--- config.mk ---
export PLATFORM = sky130hd
export DESIGN_NAME = ple_cell
export DESIGN_NICKNAME = d
export VERILOG_FILES = /design/src/sv/ple_pkg.sv /design/src/sv/ple_cell.sv
export SDC_FILE = /design/constraint.sdc
export NUM_CORES = 1
export LEC_CHECK = 0
export BUFFER_PORTS_ARGS = -buffer_cell sky130_fd_sc_hd__buf_2
export CAP_MARGIN = 20
export CORE_MARGIN = 5
export CORE_UTILIZATION = 48
export DETAILED_ROUTE_END_ITERATION = 7
export GPL_TIMING_DRIVEN = 0
export PLACE_DENSITY_LB_ADDON = 0.1
export SYNTH_ARGS = -nofsm -noshare
export SYNTH_HDL_FRONTEND = slang
export SYNTH_SLANG_ARGS = --single-unit
--- constraint.sdc ---
create_clock -name clk -period 5.9 [get_ports clk]
set_clock_uncertainty 0.2 [all_clocks]
set_input_delay 0.295 -clock clk [delete_from_list [all_inputs] [get_ports clk]]
set_output_delay 0.295 -clock clk [all_outputs]
set_load 0.05 [all_outputs]
--- src/sv/ple_pkg.sv ---
`timescale 1ns / 1ps
// Package: request codes, status codes and the control group sent to every list cell.
package ple_pkg;

	localparam int FUNC_W   = 3;
	localparam int ITEM_W   = 32;
	localparam int POS_W    = 7;
	localparam int STATUS_W = 2;
	localparam int COUNT_W  = 7;

	typedef enum logic [FUNC_W-1:0] {
		FN_ADD_FRONT = 3'd0,
		FN_ADD_BACK  = 3'd1,
		FN_INSERT_AT = 3'd2,
		FN_REM_FRONT = 3'd3,
		FN_REM_BACK  = 3'd4,
		FN_REM_AT    = 3'd5,
		FN_GET       = 3'd6,
		FN_CONTAINS  = 3'd7
	} func_t;

	typedef enum logic [STATUS_W-1:0] {
		ST_OK    = 2'd0,
		ST_RANGE = 2'd1,
		ST_FULL  = 2'd2
	} status_t;

	// broadcast to every cell in the accept cycle
	typedef struct packed {
		logic load;  // a request is accepted this cycle
		logic ins;   // open a slot at pos, write key there
		logic rem;   // close the slot at pos
		logic rd;    // capture the entry at pos
		logic find;  // compare valid entries against key
	} cell_ctrl_t;

endpackage

--- src/sv/ple_cell.sv ---
`timescale 1ns / 1ps
// One list cell: holds the entry at a fixed index, shifts with its neighbors, taps and matches.
module ple_cell #(
	parameter int IDX     = 0,
	parameter int VALUE_W = 32,
	parameter int IDX_W   = 7
) (
	input  logic                 clk,
	input  ple_pkg::cell_ctrl_t  ctrl,
	input  logic [IDX_W-1:0]     pos,
	input  logic [IDX_W-1:0]     count,
	input  logic [VALUE_W-1:0]   key,
	input  logic [VALUE_W-1:0]   left,
	input  logic [VALUE_W-1:0]   right,
	output logic [VALUE_W-1:0]   entry,
	output logic [VALUE_W-1:0]   tap,
	output logic                 hit
);
	import ple_pkg::*;

	localparam logic [IDX_W-1:0] MY_IDX = IDX_W'(IDX);

	logic [VALUE_W-1:0] entry_q;
	logic [VALUE_W-1:0] tap_s1;
	logic               hit_s1;

	always_ff @(posedge clk) begin
		if (ctrl.load) begin
			if (ctrl.ins) begin
				if (MY_IDX == pos) begin
					entry_q <= key;
				end else if (MY_IDX > pos) begin
					entry_q <= left;
				end
			end else if (ctrl.rem && (MY_IDX >= pos)) begin
				entry_q <= right;
			end
			// old value is read here, before the shift lands
			tap_s1 <= (ctrl.rd && (MY_IDX == pos)) ? entry_q : '0;
			hit_s1 <= ctrl.find && (MY_IDX < count) && (entry_q == key);
		end
	end

	assign entry = entry_q;
	assign tap   = tap_s1;
	assign hit   = hit_s1;

endmodule

==> results of run 1 <==
-- worst max-delay path by stage --
stage	start	endpoint	slack [ns]	cells past startpoint
6_report	pos[4]	entry[18]$_DFFE_PP_	3.03	7
4_1_cts	pos[4]	entry[17]$_DFFE_PP_	3.06	7
3_3_place_gp	pos[4]	entry[0]$_DFFE_PP_	2.46	6
3_5_place_dp	pos[4]	entry[17]$_DFFE_PP_	2.68	7
5_1_grt	pos[4]	entry[18]$_DFFE_PP_	2.87	7
2_1_floorplan	pos[4]	entry[0]$_DFFE_PP_	3.15	5
-- power groups by stage --
stage	clock (uW)	combinational, uW	sequential, uW
2_1_floorplan	0	37.3	553
3_3_place_gp	0	127	528
3_5_place_dp	0	129	528
4_1_cts	358	129	518
5_1_grt	379	139	518
6_report	351	129	518
-- through the flow --
step,hold slack [ns],cells,total power (uW)
after detailed placement,0.4056,520,656.8
after CTS,0.07072,536,1005
after global placement,0.3970,519,654.4
final,0.08397,536,997.4
after global routing,0.07449,536,1036
after floorplan,0.2075,260,589.8
-- area by class of cell --
cell class	instances	area (sq um)	share of cell area
Buffer	17	90.09	0.02022
Clock buffer	12	135.1	0.03034
Clock inverter	4	43.79	0.009831
Multi-Input combinational cell	178	1210	0.2716
Sequential cell	65	1952	0.4382
Tap cell	80	100.1	0.02247
Timing Repair Buffer	180	923.4	0.2073
-- worst register-to-register path, cell delays in order, from the launching register on --
cell and delay, ns:
edfxtp_1 0.43, xor2_1 0.16, nor4_1 0.40, nand4_1 0.18, nor3_1 0.19
-- kinds of logic after synthesis --
| group | synth area share |
|---|---|
| flops | 0.6002 |
| simple gates | 0.1350 |
| buf+inv | 0.02770 |
| mux | 0.09850 |
| xor+xnor | 0.08619 |
| compound gates | 0.05233 |
-- layout by cell type (no fill, tap or decap), drive strengths merged --
master / Yosys / layout
a21oi: 32 / 32
and3: 32 / 32
buf: 6 / 186
bufinv: 0 / 1
clkbuf: 11 / 23
clkinv: 0 / 3
edfxtp: 65 / 65
mux2i: 32 / 32
nand2: 1 / 1
nand3: 1 / 1
nand4: 2 / 2
nor2: 32 / 32
nor3: 3 / 3
nor4: 9 / 9
o211a: 1 / 1
or4: 1 / 1
xnor2: 1 / 1
xor2: 31 / 31
-- routing by layer --
metal / share of wire / GRT usage / vias up
li1: - / - / 1350
met1: 0.39 / 0.2639 / 1301
met2: 0.51 / 0.3849 / 128
met3: 0.088 / 0.06011 / 8
met4: 0.0096 / 0.06312 / 0
met5: 0 / 0 / -
-- registers in the layout, summed over array words and instances (netlist names) --
name,flops
entry,32
tap,32
hit,1
==> impl_metrics.tcl, run 1 <==
set metrics [dict create \
    gp_congestion 0.7894 \
    yosysTopAreaCellShare 0.6002 \
    combPwrFrac 0.129 \
    holdPathEnd "entry[3]$_DFFE_PP_" \
    die_h_um 92.31 \
    initial_core_util 0.4867 \
    wl_mm 9.493 \
    cp.arrival_ns 2.70 \
    setup_viol 0 \
    port_buffers 179 \
    r2r_start "entry[30]$_DFFE_PP_" \
    grt_antenna_before_repair 0 \
    postSynth.asyncResetShare 0 \
    leakagePower_uw 0.002051 \
    required_ns 5.73 \
    cpPeakStageDelay_ns 0.77 \
    path_clk_slew_ns 0.07 \
    area.growth.synth_to_final_pct 36.98 \
    seq_area_frac_synth 0.6002 \
    die_area_sq_um 8521 \
    startpoint_type "input pin" \
    synth_nets 376 \
    hpwl_mm 7.200 \
    rsz0062_at_grt "no" \
    yosys_warnings 0 \
    synth-main-ff-cell "edfxtp_1" \
    synth_area_per_cell_sq_um 12.51 \
    max-slew-margin-rel 0.4484 \
    min-delay-start "right[3]" \
    layout.nets 567 \
    period_share 0.4861 \
    clk_latency_ns 0.32 \
    fin_tns_setup_ns 0 \
    rr_endpoint "hit$_DFFE_PP_" \
    synthTopCellsByCount "65 x edfxtp_1, 32 x a21oi_1, 32 x and3_1, 32 x mux2i_1, 32 x nor2_1" \
    cts_max_level 3 \
    worstPathMaxFanout 17 \
    grt_pass1_vias 2830 \
    grt_pass1_wl_mm 14.19 \
    grt_max_degree 35 \
    hp-class "in -> reg" \
    grt_use_total 0.2195 \
    outcome "completed" \
    p_int_uw 759.8 \
    p_sw_frac 0.2382 \
    endpoint_kind "register" \
    timing_worst_setup_path_type "in -> reg" \
    cts_sinks 65 \
    hold_viol 0 \
    worst_slack_ns 3.032 \
    numCtsBuffers 9 \
    ant_nets 0 \
    hold_depth 3 \
    post-route-cell-area_sq_um 4454 \
    first_pass_iters 4 \
    p_sw_uw 237.6 \
    root_buffer "clkbuf_8" \
    drtIter0Drc 158 \
    ioPinCount 181 \
    fin_util 0.6667 \
    fill_cells 546 \
    core_sq_um 6681 \
    drt-wirelength-per-cell_um 17.71 \
    synth.most_common_cell "edfxtp_1" \
    p_seq_frac 0.519 \
    worst_slew_pin_slew_ns 0.8274 \
    path_buf_inv 4 \
    path_delay_family "buffers and inverters" \
    cts_resized 0 \
    drive_gt1_frac 0.4342 \
    place_worst_setup_slack_ns 2.684 \
    reg2reg_depth 4 \
    clock_power_share 0.352 \
    crit_chain "buf_2 > or4_4 > nor4_4 > buf_6 > clkbuf_1 > o211a_1 > buf_16" \
    drc_errors 0 \
    vias_per_cell 5.200 \
    r2r_slack_ns 4.16 \
    syn_inst 260 \
    synth_edf_count 65 \
    cts_tree "yes" \
    period_needed_ns 2.868 \
    cap_violations 0 \
    slowest_stage "o211a_1" \
    dr_total_vias 2787 \
    post_cts_buffers 0 \
    peakVddDrop_uv 137.0 \
    drv_slew 0 \
    cts.hold.buffers_added 0 \
    synth.area.top_cells "edfxtp_1 60%, mux2i_1 9.8%, xor2_1 8.3%" \
    placed_area_sq_um 4275 \
    synth_cell_types 19 \
    die_w_um 92.31 \
    overflow 0 \
    ys_ff_latch 65 \
    synth_top_area_cell "edfxtp_1" \
    fmax_mhz 348.7 \
    cts.path.max_buffers 2 \
    power_density_nw_per_um2 223.9 \
    std_cell_rows 30 \
    synth_area_sq_um 3252 \
    antenna_cells 0 \
]
Power figures use the tool's default switching activity.
==> run 2: changes to the inputs <==
--- a/config.mk
+++ b/config.mk
@@ -8,7 +8,7 @@
 export BUFFER_PORTS_ARGS = -buffer_cell sky130_fd_sc_hd__buf_2
 export CAP_MARGIN = 20
 export CORE_MARGIN = 5
-export CORE_UTILIZATION = 48
+export CORE_UTILIZATION = 40
 export DETAILED_ROUTE_END_ITERATION = 7
 export GPL_TIMING_DRIVEN = 0
 export PLACE_DENSITY_LB_ADDON = 0.1
==> constraint.sdc (replaced) <==
create_clock -name clk -period 2.6 [get_ports clk]
set_clock_uncertainty 0.2 [all_clocks]
set_input_delay 0.13 -clock clk [delete_from_list [all_inputs] [get_ports clk]]
set_output_delay 0.13 -clock clk [all_outputs]
set_load 0.05 [all_outputs]
==> run 2 against run 1 <==
Design area increased by 12%. Combinational power increased to 2.9 times the previous value. Critical path depth increased by 1. Sequential share of layout area decreased by 4.8 points. Largest cell class unchanged. Clock power increased by 91%.
==> impl_metrics.tcl, run 2 (synthesis results as in run 1) <==
set metrics [dict create \
    outcome "completed" \
    cap_violations 0 \
    hold_viol 0 \
    worst_slack_ns 0.1886 \
    cts_sinks 65 \
    timing_worst_setup_path_type "in -> reg" \
    grt_pass1_wl_mm 16.39 \
    period_share 0.9275 \
    vias_per_cell 4.964 \
    fin_tns_setup_ns 0 \
    cpMostUsedCell "buf_6" \
    drv_slew 0 \
    std_cell_rows 32 \
    min-delay-start "left[28]" \
    cts_tree "yes" \
    cpPeakStageDelay_ns 0.58 \
    root_buffer "clkbuf_8" \
    fmax_mhz 414.7 \
    wl_mm 10.83 \
    die_w_um 100.2 \
    cts.path.max_buffers 2 \
    r2r_slack_ns 0.83 \
    cts_max_level 3 \
    port_buffers 179 \
    rsz0062_at_grt "no" \
    period_needed_ns 2.411 \
    endpoint_kind "register" \
    r2r_start "entry[2]$_DFFE_PP_" \
    numCtsBuffers 9 \
    overflow 0 \
    layout.nets 622 \
    register_area_sq_um 1952 \
    ioPinCount 181 \
    clk_latency_ns 0.33 \
    die_area_sq_um 10030 \
    fill_cells 676 \
    multi_input_area_sq_um 1217 \
    worst_slew_pin_slew_ns 0.8147 \
    crit_chain "buf_2 > or4_4 > nor4_4 > buf_6 > buf_6 > mux2i_1 > a21oi_1 > dlygate4sd3_1" \
    grt_pass1_vias 3266 \
    hpwl_mm 7.845 \
    drive_gt1_frac 0.3858 \
    drt-wirelength-per-cell_um 17.76 \
    first_pass_iters 5 \
    die_h_um 100.2 \
    startpoint "pos[4]" \
    path_buf_inv 4 \
    required_ns 2.48 \
    path_delay_family "buffers and inverters" \
    gp_congestion 0.8320 \
    ant_nets 0 \
    dr_total_vias 3028 \
    power_density_nw_per_um2 444.3 \
    worstPathMaxFanout 10 \
    hp-class "in -> reg" \
    antenna_cells 0 \
    initial_core_util 0.4165 \
    max-slew-margin-rel 0.4569 \
    fin_total_pwr_uw 2222 \
    grt_antenna_before_repair 0 \
    slowest_stage "dlygate4sd3_1" \
    drtIter0Drc 94 \
    drc_errors 0 \
    place_worst_setup_slack_ns -0.4432 \
    final_common_cell "buf_2" \
    setup_viol 0 \
    grt_max_degree 35 \
    peakVddDrop_uv 227.0 \
    mostFrequentLayoutCells "179 x buf_2, 65 x edfxtp_1, 55 x dlygate4sd3_1" \
    leakagePower_uw 0.002246 \
    path_clk_slew_ns 0.07 \
    core_sq_um 7807 \
    area.growth.synth_to_final_pct 53.75 \
    grt_use_total 0.2156 \
    cp.arrival_ns 2.29 \
    startpoint_type "input pin" \
]
## run 2: changes by cell type in the layout (fill, tap and decap cells not counted), sizes merged
cell / delta
dlygate4sd3: +55
clkbuf: -2
bufinv: -1
## run 2: worst paths after layout
path / end / depth (start not counted)
max: entry[22]$_DFFE_PP_ / 8
min: entry[28]$_DFFE_PP_ / 3
max reg2reg: hit$_DFFE_PP_ / 4
min reg2reg: tap[3]$_SDFFCE_PN0P_ / 1
## run 2: report_power, final
part           internal [uW]  switching, uW  total (uW)  leakage (uW)
logic                    181            195         375       0.00152
registers               1170           4.57        1180      0.000652
clock network            321            351         671     0.0000706
total                   1670            550        2220       0.00225
## run 2: stage by stage
step / area [sq um] / hold WS, ns / std cells / util
2_1_floorplan: 3252 / 0.04250 / 260 / -
5_1_grt: 5000 / 0.01289 / 610 / 0.6404
3_5_place_dp: 4303 / 0.2550 / 542 / 0.5511
6_report: 5000 / 0.01024 / 610 / 0.6404
4_1_cts: 4992 / 0.0003734 / 610 / 0.6394
3_3_place_gp: 4275 / 0.2463 / 541 / 0.5476
## run 2: cell type report
| cell class | count | area share |
|---|---|---|
| repair buffers | 235 | 0.2948 |
| well taps | 102 | 0.02553 |
| multi-input cells | 178 | 0.2435 |
| plain buffers | 17 | 0.01802 |
| flip-flops and latches | 65 | 0.3904 |
| clock inverters | 3 | 0.002252 |
| clock buffers | 10 | 0.02553 |
## run 2: what timing repair did
action	in CTS	in global routing
pin swaps	0	0
gates resized for setup	1	1
setup endpoints to repair	18	18
setup buffers	0	0
hold buffers	55	0
hold endpoints to repair	34	0
## run 2: metal layers
metal  GRT usage  up-vias  part of all wire
met3     0.04170       21             0.071
met4     0.09016        0             0.022
met1      0.2528     1419              0.39
met2      0.3838      130              0.52
met5           0        -                 0
li1            -     1458                 -
## run 2: worst reg2reg max path, cell delays in order, from the launching register on
cell	delay, ns
edfxtp_1	0.42
xor2_1	0.17
nor4_1	0.45
nand4_1	0.18
nor3_1	0.19
==> run 3: changes to the inputs <==
--- a/config.mk
+++ b/config.mk
@@ -10,7 +10,6 @@
 export CORE_MARGIN = 5
 export CORE_UTILIZATION = 40
 export DETAILED_ROUTE_END_ITERATION = 7
-export GPL_TIMING_DRIVEN = 0
 export PLACE_DENSITY_LB_ADDON = 0.1
 export SYNTH_ARGS = -nofsm -noshare
 export SYNTH_HDL_FRONTEND = slang
==> run 3 against run 2 <==
Wire length fell by 7.3%. Clock power is 20% higher. Total power rose by 6.1%. Largest power group unchanged. Cell count shrank 0.66%. Core utilization rose by 0.37 points. Critical endpoint is now entry[14]$_DFFE_PP_.
==> impl_metrics.tcl, run 3 (synthesis results as in run 1) <==
set metrics [dict create \
    endpoint_kind "register" \
    drc_errors 0 \
    worstPathMaxFanout 39 \
    period_needed_ns 2.453 \
    vias_per_cell 4.891 \
    hold_viol 0 \
    ant_nets 0 \
    placedCellCount 531 \
    drt-wirelength-per-cell_um 16.58 \
    ioPinCount 181 \
    setup_viol 0 \
    die_w_um 100.2 \
    worst_slew_pin_slew_ns 0.5071 \
    startpoint_type "input pin" \
    peakVddDrop_uv 284.5 \
    hp-class "in -> reg" \
    grt_pass1_wl_mm 15.72 \
    cap_violations 0 \
    std_cell_rows 32 \
    drive_gt1_frac 0.3948 \
    layoutNonFillerInstCount 606 \
    path_clk_slew_ns 0.07 \
    reg2reg_depth 4 \
    clock_power_share 0.342 \
    drtIter0Drc 136 \
    gp_congestion 0.7988 \
    p_seq_frac 0.498 \
    p_sw_uw 568.0 \
    max-slew-margin-rel 0.6619 \
    first_pass_iters 4 \
    cts.path.max_buffers 2 \
    initial_core_util 0.4165 \
    timing_worst_setup_path_type "in -> reg" \
    port_buffers 180 \
    grt_max_degree 40 \
    dr_total_vias 2964 \
    antenna_cells 0 \
    wl_mm 10.05 \
    r2r_slack_ns 0.84 \
    cp.arrival_ns 2.34 \
    period_share 0.9436 \
    cts_tree "yes" \
    leakagePower_uw 0.002276 \
    combPwrFrac 0.160 \
    grt_use_total 0.2054 \
    cts_sinks 65 \
    p_int_uw 1789 \
    grt_antenna_before_repair 0 \
    hold_depth 3 \
    rsz0062_at_grt "no" \
    power_density_nw_per_um2 468.7 \
    holdPathEnd "entry[0]$_DFFE_PP_" \
    fmax_mhz 407.6 \
    cts_resized 0 \
    grt_pass1_vias 3152 \
    layout.nets 615 \
    drv_slew 0 \
    numCtsBuffers 9 \
    p_sw_frac 0.2410 \
    required_ns 2.48 \
    final_common_cell "buf_2" \
    hpwl_mm 7.232 \
    mostFrequentLayoutCells "180 x buf_2, 65 x edfxtp_1, 59 x dlygate4sd3_1" \
    die_h_um 100.2 \
    root_buffer "clkbuf_8" \
    overflow 0 \
    r2r_start "entry[2]$_DFFE_PP_" \
    area.growth.synth_to_final_pct 54.64 \
    fin_tns_setup_ns 0 \
    clk_latency_ns 0.33 \
    rr_endpoint "hit$_DFFE_PP_" \
    core_sq_um 7807 \
    cts_max_level 3 \
    die_area_sq_um 10030 \
    fin_total_pwr_uw 2357 \
    outcome "completed" \
    min-delay-start "left[0]" \
]
[run 3: cell types whose count changed in the layout (fill, tap and decap cells not counted), sizes merged]
cell	change
dlygate4sd3	+4
bufinv	+1
clkinv	+1
clkbuf	-10
[run 3: how the worst max path moves through the flow]
stage	to	slack, ns	cells after the start	from
2_1_floorplan	entry[0]$_DFFE_PP_	0.02	5	pos[4]
3_3_place_gp	entry[10]$_DFFE_PP_	0.38	6	pos[4]
3_5_place_dp	entry[8]$_DFFE_PP_	0.36	7	pos[4]
4_1_cts	entry[8]$_DFFE_PP_	0.17	8	pos[4]
5_1_grt	entry[16]$_DFFE_PP_	0.04	8	pos[4]
6_report	entry[14]$_DFFE_PP_	0.15	8	pos[4]
[run 3: critical path, cell delays in order]
cell and delay (ns):
buf_2 0.09, or4_4 0.53, nor4_4 0.20, buf_12 0.26, buf_12 0.22, mux2i_1 0.20
a21oi_1 0.09, dlygate4sd3_1 0.57
[run 3: cell type report]
type                    instances  area, sq um
repair buffers                245         1562
fillers                       662         2779
flip-flops and latches         65         1952
multi-input cells             178         1210
clock inverters                 5        46.29
well taps                     102        127.6
clock buffers                  11        131.4
[run 3: layer usage]
layer | share of wire | vias to the layer above | GRT usage
li1 | - | 1445 | -
met1 | 0.38 | 1377 | 0.2370
met2 | 0.52 | 133 | 0.3644
met3 | 0.089 | 9 | 0.06741
met4 | 0.012 | 0 | 0.05596
met5 | 0 | - | 0
[run 3: repair_timing]
action                                 CTS  global route
buffers inserted                         0             0
hold buffers                            59             0
endpoints found under the hold margin   32             0
[run 3: power by group through the flow]
stage,combinational (uW),sequential [uW],clock (uW)
floorplan,84.7,1250,0
global placement,289,1200,0
detailed placement,292,1200,0
CTS,375,1170,820
global route,410,1180,874
finish,377,1170,806
[run 3: metrics by stage]
| step | worst slack, ns | utilization | area [sq um] | hold WS (ns) |
|---|---|---|---|---|
| 4_1_cts | 0.1716 | 0.6441 | 5029 | 0.001346 |
| 2_1_floorplan | 0.01714 | - | 3252 | 0.04250 |
| 6_report | 0.1466 | 0.6441 | 5029 | 0.004956 |
| 5_1_grt | 0.04026 | 0.6441 | 5029 | 0.006462 |
| 3_3_place_gp | 0.3760 | 0.5457 | 4260 | 0.2454 |
| 3_5_place_dp | 0.3587 | 0.5457 | 4260 | 0.2514 |
